$ cat src/rtl/sdspi_pkg.sv
// Package for the SD card SPI-mode start-up sequencer.
// Holds shared types, status and register codes, and the command byte table.
// No dependencies.
package sdspi_pkg;

  // Number of 0xFF clock-out bytes sent with select released.
  localparam int unsigned DummyBytesDefault = 10;

  // Configuration register indexes and reset values.
  localparam logic CfgPollLimit  = 1'b0;
  localparam logic CfgRetryLimit = 1'b1;
  localparam logic [7:0] PollLimitReset  = 8'd99;
  localparam logic [7:0] RetryLimitReset = 8'd101;

  // Final status codes.
  localparam logic [2:0] StatusOk            = 3'd0;
  localparam logic [2:0] StatusNoCard        = 3'd1;
  localparam logic [2:0] StatusCmd8Timeout   = 3'd2;
  localparam logic [2:0] StatusVoltage       = 3'd3;
  localparam logic [2:0] StatusAcmd41Timeout = 3'd4;

  // Bytes on the wire.
  localparam logic [7:0] IdleByte    = 8'hFF;
  localparam logic [7:0] R1IdleState = 8'h01;
  localparam logic [7:0] R1Ready     = 8'h00;
  localparam int unsigned CmdLen     = 6;
  localparam int unsigned OcrBytes   = 3;
  localparam int unsigned Vdd33Bit   = 4;

  // Commands of the start-up sequence.
  typedef enum logic [2:0] {
    CmdGoIdle,
    CmdSendIfCond,
    CmdReadOcr,
    CmdAppCmd,
    CmdSdSendOpCond
  } cmd_e;

  // One input request.
  typedef struct packed {
    logic       kind;
    logic [7:0] rx_byte;
    logic       card_present;
  } item_t;

  // One result request.
  typedef struct packed {
    logic [7:0] tx_byte;
    logic       tx_valid;
    logic       select_asserted;
    logic       finished;
    logic [2:0] status;
  } result_t;

  // Configuration limits handed to the sequencer.
  typedef struct packed {
    logic [7:0] poll_limit;
    logic [7:0] retry_limit;
  } limits_t;

  // Byte idx of the six-byte frame of command c.
  function automatic logic [7:0] cmd_byte(cmd_e c, logic [2:0] idx);
    logic [7:0] b;
    b = 8'h00;
    case (idx)
      3'd0: begin
        case (c)
          CmdGoIdle:       b = 8'h40;
          CmdSendIfCond:   b = 8'h48;
          CmdReadOcr:      b = 8'h7A;
          CmdAppCmd:       b = 8'h77;
          CmdSdSendOpCond: b = 8'h69;
          default:         b = 8'h00;
        endcase
      end
      3'd1: b = (c == CmdSdSendOpCond) ? 8'h40 : 8'h00;
      3'd3: b = (c == CmdSendIfCond) ? 8'h01 : 8'h00;
      3'd4: b = (c == CmdSendIfCond) ? 8'hAA : 8'h00;
      3'd5: begin
        case (c)
          CmdSendIfCond: b = 8'h87;
          CmdAppCmd:     b = 8'h7A;
          default:       b = 8'h95;
        endcase
      end
      default: b = 8'h00;
    endcase
    return b;
  endfunction

endpackage

$ cat src/rtl/sdspi_fsm.sv
// Sequencer state machine for SD card SPI-mode start-up.
// Computes the result of one request from the current state; steps on step_i.
// Depends on sdspi_pkg.
module sdspi_fsm
  import sdspi_pkg::*;
#(
  parameter int unsigned DummyBytes = DummyBytesDefault
) (
  input  logic    clk_i,
  input  logic    rst_ni,
  input  logic    step_i,
  input  item_t   item_i,
  input  limits_t limits_i,
  output result_t result_o
);

  typedef enum logic [2:0] {
    PhIdle,
    PhDummy,
    PhSend,
    PhResp,
    PhData,
    PhDone
  } phase_e;

  phase_e     phase_q, phase_d;
  cmd_e       cmd_q, cmd_d;
  logic [3:0] byte_idx_q, byte_idx_d;
  logic [7:0] poll_q, poll_d;
  logic [7:0] retry_q, retry_d;
  logic       ocr_ok_q, ocr_ok_d;
  logic [2:0] status_q, status_d;

  logic [7:0] poll_lim, retry_lim;
  logic [3:0] byte_inc;
  logic [7:0] retry_inc;
  logic       start_en, finish_en, timed_out;
  cmd_e       start_cmd;
  logic [2:0] finish_st;

  // A zero limit behaves as a limit of one.
  assign poll_lim  = (limits_i.poll_limit == 8'd0) ? 8'd1 : limits_i.poll_limit;
  assign retry_lim = (limits_i.retry_limit == 8'd0) ? 8'd1 : limits_i.retry_limit;
  assign byte_inc  = byte_idx_q + 4'd1;
  assign retry_inc = retry_q + 8'd1;
  assign timed_out = (item_i.rx_byte == IdleByte);

  // Next state and result for the request at the input.
  always_comb begin
    phase_d    = phase_q;
    cmd_d      = cmd_q;
    byte_idx_d = byte_idx_q;
    poll_d     = poll_q;
    retry_d    = retry_q;
    ocr_ok_d   = ocr_ok_q;
    status_d   = status_q;
    result_o   = '0;
    start_en   = 1'b0;
    start_cmd  = CmdGoIdle;
    finish_en  = 1'b0;
    finish_st  = StatusOk;

    if (!item_i.kind) begin
      // Start request: restart the whole sequence.
      byte_idx_d = '0;
      poll_d     = '0;
      retry_d    = '0;
      ocr_ok_d   = 1'b0;
      if (!item_i.card_present) begin
        finish_en = 1'b1;
        finish_st = StatusNoCard;
      end else begin
        phase_d  = PhDummy;
        poll_d   = 8'd1;
        result_o.tx_byte  = IdleByte;
        result_o.tx_valid = 1'b1;
      end
    end else begin
      unique case (phase_q)
        PhIdle: ;
        PhDummy: begin
          if (poll_q < 8'(DummyBytes)) begin
            poll_d = poll_q + 8'd1;
            result_o.tx_byte  = IdleByte;
            result_o.tx_valid = 1'b1;
          end else begin
            start_en  = 1'b1;
            start_cmd = CmdGoIdle;
          end
        end
        PhSend: begin
          byte_idx_d = byte_inc;
          result_o.tx_valid        = 1'b1;
          result_o.select_asserted = 1'b1;
          if (byte_inc < 4'(CmdLen)) begin
            result_o.tx_byte = cmd_byte(cmd_q, byte_inc[2:0]);
          end else begin
            phase_d = PhResp;
            poll_d  = 8'd1;
            result_o.tx_byte = IdleByte;
          end
        end
        PhResp: begin
          if (!timed_out || poll_q >= poll_lim) begin
            // A response byte arrived, or the poll limit ran out.
            unique case (cmd_q)
              CmdGoIdle: begin
                retry_d   = '0;
                start_en  = 1'b1;
                start_cmd = CmdSendIfCond;
              end
              CmdSendIfCond: begin
                if (item_i.rx_byte == R1IdleState) begin
                  start_en  = 1'b1;
                  start_cmd = CmdReadOcr;
                end else begin
                  retry_d = retry_inc;
                  if (retry_inc >= retry_lim) begin
                    finish_en = 1'b1;
                    finish_st = StatusCmd8Timeout;
                  end else begin
                    start_en  = 1'b1;
                    start_cmd = CmdSendIfCond;
                  end
                end
              end
              CmdReadOcr: begin
                if (timed_out) begin
                  finish_en = 1'b1;
                  finish_st = StatusVoltage;
                end else begin
                  phase_d    = PhData;
                  byte_idx_d = '0;
                  result_o.tx_byte         = IdleByte;
                  result_o.tx_valid        = 1'b1;
                  result_o.select_asserted = 1'b1;
                end
              end
              CmdAppCmd: begin
                start_en  = 1'b1;
                start_cmd = CmdSdSendOpCond;
              end
              CmdSdSendOpCond: begin
                if (item_i.rx_byte == R1Ready) begin
                  finish_en = 1'b1;
                  finish_st = StatusOk;
                end else begin
                  retry_d = retry_inc;
                  if (retry_inc >= retry_lim) begin
                    finish_en = 1'b1;
                    finish_st = StatusAcmd41Timeout;
                  end else begin
                    start_en  = 1'b1;
                    start_cmd = CmdAppCmd;
                  end
                end
              end
              default: ;
            endcase
          end else begin
            poll_d = poll_q + 8'd1;
            result_o.tx_byte         = IdleByte;
            result_o.tx_valid        = 1'b1;
            result_o.select_asserted = 1'b1;
          end
        end
        PhData: begin
          // The second OCR byte carries the 3.3 V window bit.
          if (byte_idx_q == 4'd1) begin
            ocr_ok_d = item_i.rx_byte[Vdd33Bit];
          end
          byte_idx_d = byte_inc;
          if (byte_inc < 4'(OcrBytes)) begin
            result_o.tx_byte         = IdleByte;
            result_o.tx_valid        = 1'b1;
            result_o.select_asserted = 1'b1;
          end else if (!ocr_ok_q) begin
            finish_en = 1'b1;
            finish_st = StatusVoltage;
          end else begin
            retry_d   = '0;
            start_en  = 1'b1;
            start_cmd = CmdAppCmd;
          end
        end
        PhDone: begin
          result_o.finished = 1'b1;
          result_o.status   = status_q;
        end
        default: ;
      endcase
    end

    // Launch a command frame with its first byte.
    if (start_en) begin
      phase_d    = PhSend;
      cmd_d      = start_cmd;
      byte_idx_d = '0;
      result_o.tx_byte         = cmd_byte(start_cmd, 3'd0);
      result_o.tx_valid        = 1'b1;
      result_o.select_asserted = 1'b1;
    end

    // End the sequence with a final status.
    if (finish_en) begin
      phase_d  = PhDone;
      status_d = finish_st;
      result_o.finished = 1'b1;
      result_o.status   = finish_st;
    end
  end

  // Sequencer state.
  always_ff @(posedge clk_i or negedge rst_ni) begin
    if (!rst_ni) begin
      phase_q    <= PhIdle;
      cmd_q      <= CmdGoIdle;
      byte_idx_q <= '0;
      poll_q     <= '0;
      retry_q    <= '0;
      ocr_ok_q   <= 1'b0;
      status_q   <= StatusOk;
    end else if (step_i) begin
      phase_q    <= phase_d;
      cmd_q      <= cmd_d;
      byte_idx_q <= byte_idx_d;
      poll_q     <= poll_d;
      retry_q    <= retry_d;
      ocr_ok_q   <= ocr_ok_d;
      status_q   <= status_d;
    end
  end

endmodule

$ cat src/rtl/sd_card_spi_init_sequencer.sv
// SD card SPI-mode start-up sequencer, top level.
// A request accepted into the input register moves on to the result register when that
// register is free or drains; its result is then offered. One request per cycle while
// the result stream does not stall, set by the combinational next-state logic.
// Reset clears the sequencer to idle and loads the limits with 99 and 101.
// Depends on sdspi_pkg and sdspi_fsm.
module sd_card_spi_init_sequencer
  import sdspi_pkg::*;
#(
  parameter int unsigned DummyBytes = DummyBytesDefault
) (
  input  logic        clk_i,
  input  logic        rst_ni,
  // Configuration write port.
  input  logic        cfg_we_i,
  input  logic        cfg_idx_i,
  input  logic [7:0]  cfg_wdata_i,
  // Input stream.
  input  logic        s_axis_tvalid,
  output logic        s_axis_tready,
  input  logic [15:0] s_axis_tdata,  // [7:0] rx_byte, [8] card_present, rest zero
  input  logic [0:0]  s_axis_tuser,  // [0] kind
  // Result stream.
  output logic        m_axis_tvalid,
  input  logic        m_axis_tready,
  // [7:0] tx_byte, [8] tx_valid, [9] select_asserted, [10] finished,
  // [13:11] status, rest zero
  output logic [15:0] m_axis_tdata
);

  logic    in_valid_q;
  item_t   in_item_q;
  logic    out_valid_q;
  result_t res_q;
  result_t res_d;
  limits_t limits_q;
  logic    advance;

  // The input register moves on when the result register is free or drains.
  assign advance       = in_valid_q && (!out_valid_q || m_axis_tready);
  assign s_axis_tready = !in_valid_q || advance;

  // Configuration registers.
  always_ff @(posedge clk_i or negedge rst_ni) begin
    if (!rst_ni) begin
      limits_q.poll_limit  <= PollLimitReset;
      limits_q.retry_limit <= RetryLimitReset;
    end else if (cfg_we_i) begin
      unique case (cfg_idx_i)
        CfgPollLimit:  limits_q.poll_limit  <= cfg_wdata_i;
        CfgRetryLimit: limits_q.retry_limit <= cfg_wdata_i;
        default: ;
      endcase
    end
  end

  // Valid flags of the input and result registers.
  always_ff @(posedge clk_i or negedge rst_ni) begin
    if (!rst_ni) begin
      in_valid_q  <= 1'b0;
      out_valid_q <= 1'b0;
    end else begin
      if (s_axis_tready) begin
        in_valid_q <= s_axis_tvalid;
      end
      if (advance) begin
        out_valid_q <= 1'b1;
      end else if (m_axis_tready) begin
        out_valid_q <= 1'b0;
      end
    end
  end

  // Payload registers.
  always_ff @(posedge clk_i) begin
    if (s_axis_tready && s_axis_tvalid) begin
      in_item_q.kind         <= s_axis_tuser[0];
      in_item_q.rx_byte      <= s_axis_tdata[7:0];
      in_item_q.card_present <= s_axis_tdata[8];
    end
    if (advance) begin
      res_q <= res_d;
    end
  end

  // Sequencer steps once for each request that moves to the result register.
  sdspi_fsm #(
    .DummyBytes(DummyBytes)
  ) u_fsm (
    .clk_i   (clk_i),
    .rst_ni  (rst_ni),
    .step_i  (advance),
    .item_i  (in_item_q),
    .limits_i(limits_q),
    .result_o(res_d)
  );

  assign m_axis_tvalid = out_valid_q;
  assign m_axis_tdata  = {2'b00, res_q.status, res_q.finished, res_q.select_asserted,
                          res_q.tx_valid, res_q.tx_byte};

  // The input side stalls only while a request waits in the input register.
  assert property (@(posedge clk_i) disable iff (!rst_ni)
    !s_axis_tready |-> in_valid_q)
    else $error("input stalled with an empty input register");

  // A request that moves on always shows up as a result.
  assert property (@(posedge clk_i) disable iff (!rst_ni)
    advance |=> out_valid_q)
    else $error("advanced request did not reach the result register");

  // With no exchange requested, the byte and the select stay low.
  assert property (@(posedge clk_i) disable iff (!rst_ni)
    (out_valid_q && !res_q.tx_valid) |-> (res_q.tx_byte == 8'h00 && !res_q.select_asserted))
    else $error("idle result carries a byte or select");

  // A finished sequence requests no exchange, and status is zero until finished.
  assert property (@(posedge clk_i) disable iff (!rst_ni)
    out_valid_q |-> ((res_q.finished && !res_q.tx_valid) ||
                     (!res_q.finished && res_q.status == StatusOk)))
    else $error("finished flag and status disagree");

endmodule

$ cat config.mk
export PLATFORM = sky130hd
export DESIGN_NAME = sd_card_spi_init_sequencer
export DESIGN_NICKNAME = d
export VERILOG_FILES = /design/src/rtl/sdspi_pkg.sv /design/src/rtl/sdspi_fsm.sv /design/src/rtl/sd_card_spi_init_sequencer.sv
export SDC_FILE = /design/constraint.sdc
export NUM_CORES = 1
export LEC_CHECK = 0
export ABC_AREA = 1
export BUFFER_PORTS_ARGS = -buffer_cell sky130_fd_sc_hd__buf_4
export CORE_ASPECT_RATIO = 1.5
export CORE_MARGIN = 2
export CORE_UTILIZATION = 60
export CTS_CLUSTER_DIAMETER = 80
export DETAILED_ROUTE_END_ITERATION = 12
export GPL_TIMING_DRIVEN = 0
export HOLD_SLACK_MARGIN = 0.08
export PLACE_DENSITY = 0.81
export SLEW_MARGIN = 20
export SYNTH_ARGS = -nofsm -noshare
export SYNTH_HDL_FRONTEND = slang
export SYNTH_SLANG_ARGS = --single-unit
$ cat constraint.sdc
create_clock -name clk_i -period 3.1 [get_ports clk_i]
set_input_delay 0 -clock clk_i [delete_from_list [all_inputs] [get_ports clk_i]]
set_output_delay 0 -clock clk_i [all_outputs]
set_load 0.02 [all_outputs]
# --- Yosys cells after proc, flatten, opt, wreduce, memory -nomap -nowiden ---
# Cells that the tools add are included.
totals:
  regBits: 72
  in_bits: 31
  out_inout_bits: 18
  elab_cells: 197
op_classes:
  addsub: 3
  n_lt_le_gt_ge: 5
  eq_ne: 42
  muxes: 100
  n_bitwise: 1
  reduce_logical: 27
op_table:
  columns: ["cell", "count"]
  rows:
  - ["2-to-1 mux 8 bit", 14]
  - ["one-hot mux 7 bit (5 select lines)", 2]
  - ["2-to-1 mux 3 bit", 19]
  - ["2-to-1 mux 10 bit", 5]
  - ["one-hot mux 8 bit (3 select lines)", 2]
  - ["one-hot mux 8 bit (5 select lines)", 1]
  - ["one-hot mux 9 bit (4 select lines)", 1]
  - ["one-hot mux 8 bit (2 select lines)", 2]
  - ["2-to-1 mux 9 bit", 3]
  - ["2-to-1 mux 1 bit", 26]
  - ["zero test 8 bit", 3]
  - ["2-to-1 mux 4 bit", 6]
  - ["== test 3 x 2 -> 1 bit, second input constant", 7]
  - ["!= test 5 x 3 -> 1 bit, second input constant", 4]
  - ["== test 3 bit, second input constant", 6]
  - ["one-hot mux 3 bit (2 select lines)", 3]
  - ["adder 8 x 1 -> 8 bit, second input constant", 2]
  - [">= comparator 8 bit", 2]
  - ["== test 3 x 1 -> 1 bit, second input constant", 4]
  - ["2-to-1 mux 2 bit", 6]
  - ["one-hot mux 1 bit (3 select lines)", 4]
  - ["one-hot mux 3 bit (4 select lines)", 1]
  - ["AND reduction 5 bit", 2]
  - ["zero test 3 bit", 3]
  - ["33 further kinds", 50]

# --- Depth between registers and ports, before layout ---
logic_depth:
  ltp_word: 12
  mapped_depth: 21
  mapped_depth_nobuf: 21

# --- Cells and area by module ---
# From an unflattened synthesis, not the netlist that was laid out.
hier_totals:
  cells_unflattened: 568
  area_unflattened_um2: 4473.0
by_module_without_submodules:
  columns: ["mod", "instances", "cells_each", "area_each_um2", "seq_area_each_um2"]
  rows:
  - ["sdspi_fsm", 1, 459, 2970.3, 750.7]
  - ["sd_card_spi_init_sequencer", 1, 109, 1502.7, 1181.1]

# --- Least setup slack after synthesis ---
# No wires, ideal clock.
synth_timing:
  path_kind: "flip-flop to flip-flop"
  from: "reg u_fsm.retry_q[2]"
  to: "reg res_q (netlist bit m_axis_tdata[11]), data pin"
  setup_ps: 259
  arrival_ps: 2320
  required_ps: 2841
  slack_ps: 521
  path_stages_with_launch: 17
  path_buffers: 0
  synth_period_minus_slack_ps: 2579
  path_cell_list: "dfrtp_1 -> nand3_1 -> nor3_1 -> nand2_1 -> xor2_1 -> inv_1 -> ha_1 -> a21o_1 -> nor2_1 -> nand2_1 -> o21ai_0 -> nand3_1 -> nand3_1 -> nand2_1 -> nand2_1 -> a21oi_1 -> o21bai_1"
synth_lines:
  columns: ["item", "line_no", "text"]
  rows:
  - ["start, declared", "sdspi_fsm.sv:30", "logic [7:0] retry_q, retry_d;"]
  - ["start signal, assigned", "sdspi_fsm.sv:228", "retry_q <= retry_d;"]
  - ["end signal, assigned", "sd_card_spi_init_sequencer.sv:82", "res_q <= res_d;"]
  - ["end, declared", "sd_card_spi_init_sequencer.sv:34", "result_t res_q;"]

==> flow_summary.ini <==
[critical_path]
worst_setup_path_start_kind = register
required_ns = 3.19
crit_fanout = 5
worstSetupPathType = register to register
cpLargestDelayFamily = simple AND/OR/NAND/NOR gates
r2r_slack_ns = 0.22
critPathMostFrequentCell = nand2_1
critPathMaxStageDelay_ns = 0.40
cp_slowest_cell = dfrtp_1
cp_cell_sequence = ha_1 -> nand2_1 -> nor3_1 -> xor2_1 -> ha_1 -> nand2_1 -> nor2_1 -> nor2_2 -> nand2_2 -> o21ai_1 -> nand3_1 -> nand3_1 -> nand2_1 -> nand2_1 -> a21oi_1 -> o21bai_1
path_buf_inv = 0
endpoint_kind = register
crit_arrival_ns = 2.97

[logic_synthesis]
yosysMostFrequentCell = nand2_1
yosysTopAreaCell = dfrtp_1
synthXorXnorAreaFrac_pct = 1.84
synth_edf_count = 24
synth.avg_cell_area_um2 = 8.18
ys.warnings.count = 0
yosys.area_share.simple_pct = 28.4
ys_top_cells_by_area = dfrtp_1, edfxtp_1, nand2_1, ha_1, inv_1
synth-seq-cells = 72
yosysSeqAreaShare_pct = 41.9
synth_top_area_share_pct = 21.7
synth_compound_area_share_pct = 13.1
synthAdderAreaFrac_pct = 6.23
syn_inst = 564
synth_common_cells = nand2_1, inv_1, o21ai_0
synth_area_mm2 = 0.00462
synth_flop_cell = dfrtp_1
synthMuxAreaShare_pct = 0
yosysUniqueCellTypes = 52
synth_top_family_by_area = simple AND/OR/NAND/NOR gates
async_flop_share_pct = 66.7

[final_layout]
antenna_cells = 0
nNetsFinal = 697
finalNonFillerCells = 750
layout-drive-gt1-share_pct = 21.0
design_area_mm2 = 0.00564
area_delta_synth_final_pct = 22.2

[timing]
finalSetupViolations = 0
finalWorstSetupSlack_ns = 0.219
maxSlewViolCount = 0
finalCritPeriodShare_pct = 92.9
tightest_slew_ns = 0.763
clock_skew_ns = 0.00988
whs_ns = 0.239
fmax_mhz = 347
hold_viol_final = 0
tns_ns = 0
period_minus_slack_ns = 2.88
maxSlewHeadroom_pct = 49.1

[grt]
grt_max_degree = 49
grt_first_pass_wirelength_um = 18500
grt_pass1_vias = 4195
grt.total_usage_pct = 28.8
antenna_found_initial = 0
grt_overflow = 0

[route]
firstDrtPassIters = 5
initialDrtViolationCount = 331
wl_per_cell_um = 14.6
drtAntennaViolNets = 0
drc_errors = 0
wirelength_um = 10900
vias_per_cell = 5.50
vias = 4123

[cts]
numCtsBuffers = 9
ctsLongestPathBuffers = 2
cts.sinks = 72
cts_setup_buffers = 0
clkTransAtPathRegs_ns = 0.05
cts_tree = built
insertion_delay_ns = 0.34
cts_root_buffer = clkbuf_16
htreeDepth = 3

[floorplanning]
dieArea_mm2 = 0.00843
core-area_mm2 = 0.00756
row_count = 39
die_h_um = 111
io_pins = 49
die_width_um = 75.6
initial_core_util_pct = 61.0

[place]
gp_congestion = 1.03
dpl.cell_count = 706
dp_hpwl_um = 7820
dp_slack_ns = 0.0417
placed_cell_area_mm2 = 0.00504
portBuffers = 39

[pwr]
leakagePower_nw = 2.68
powerDensity_mw_per_mm2 = 597
irDropWorstVdd_v = 0.000410

[worst_hold_path]
hp-class = input pin to asynchronous set/reset pin

[run_status]
outcome = finished clean

[job]
drv_cap = 0
## metrics by stage
stage          util, %  power [mW]
2_1_floorplan        -        1.98
3_3_place_gp      66.6        2.23
3_5_place_dp      66.6        2.27
4_1_cts           74.4        3.37
5_1_grt           74.6        3.55
6_report          74.6        3.37
## layout by cell type (no fill, tap or decap), drive strengths merged, types with 17 or more instances in the layout
| master | Yosys | final |
|---|---|---|
| clkbuf | 3 | 17 |
| inv | 91 | 91 |
| dfrtp | 40 | 40 |
| o21ai | 67 | 67 |
| nor2 | 50 | 50 |
| edfxtp | 24 | 24 |
| dlygate4sd3 | 0 | 28 |
| nand2 | 135 | 135 |
| buf | 5 | 44 |
| a21oi | 22 | 22 |
| ha | 23 | 23 |
| nand3 | 38 | 38 |
## flip-flops by register name (all words and copies together) (netlist names), 3 cells and up
name / count
u_fsm.status_q: 3
limits_q: 16
u_fsm.retry_q: 8
u_fsm.poll_q: 8
u_fsm.byte_idx_q: 4
u_fsm.cmd_q: 3
u_fsm.phase_q: 3
m_axis_tdata: 14
in_item_q: 10
## layout make-up
| cell class | instances | area (um^2) |
|---|---|---|
| plain buffers | 8 | 50.0 |
| clock inverters | 2 | 35.0 |
| clock buffers | 14 | 275 |
| repair buffers | 67 | 573 |
| fillers | 543 | 1920 |
| multi-input cells | 394 | 2310 |
| flip-flops and latches | 72 | 1930 |
| inverters | 91 | 342 |
| well taps | 102 | 128 |
## kinds of logic (layout without fill, tap and decap cells)
family                     after synthesis  after routing
buffers and inverters                   99            182
xor gates and xnor gates                 8              8
other                                    1              2
AOI/OAI and AO/OA                      106            106
DFF                                     72             72
and+or+nand+nor                        255            255
adders and majority gates               23             23
## where the power goes
part           switching (mW)  internal, mW
clock                   0.371         0.693
combinational           0.665         0.359
sequential              0.123          1.16
## per-layer routing
| layer | vias up | wire [um] | track usage [%] |
|---|---|---|---|
| met5 | - | 0 | 0 |
| met3 | 44 | 351 | 3.44 |
| met4 | 0 | 530 | 19.2 |
| li1 | 2018 | - | - |
| met2 | 115 | 5860 | 49.0 |
| met1 | 1946 | 4200 | 32.1 |
## repair_timing
| action | 4_1_cts | 5_1_grt |
|---|---|---|
| endpoints found under the hold margin | 76 | 0 |
| resized for setup | 0 | 4 |
| endpoints found under the setup margin | 0 | 18 |
| hold buffers | 28 | 0 |
## final timing paths
| check | cells past startpoint | end | from |
|---|---|---|---|
| max reg2reg | 16 | m_axis_tdata[11] | u_fsm.retry_q[0] |
| max | 16 | m_axis_tdata[11] | u_fsm.retry_q[0] |
| min | 2 | limits_q[3] | rst_ni |
| max in group asynchronous | 2 | u_fsm.status_q[2] | rst_ni |
| min reg2reg | 2 | limits_q[5] | limits_q[5] |
| min in group clk_i | 2 | in_item_q[0] | s_axis_tdata[8] |
## worst register-to-register path: stages (launching register included)
cell      delay [ns]
dfrtp_1         0.40
ha_1            0.21
nand2_1         0.10
nor3_1          0.23
xor2_1          0.22
ha_1            0.26
nand2_1         0.09
nor2_1          0.07
nor2_2          0.15
nand2_2         0.12
o21ai_1         0.17
nand3_1         0.09
nand3_1         0.08
nand2_1         0.08
nand2_1         0.12
a21oi_1         0.08
o21bai_1        0.16
Power figures use the tool's default switching activity.
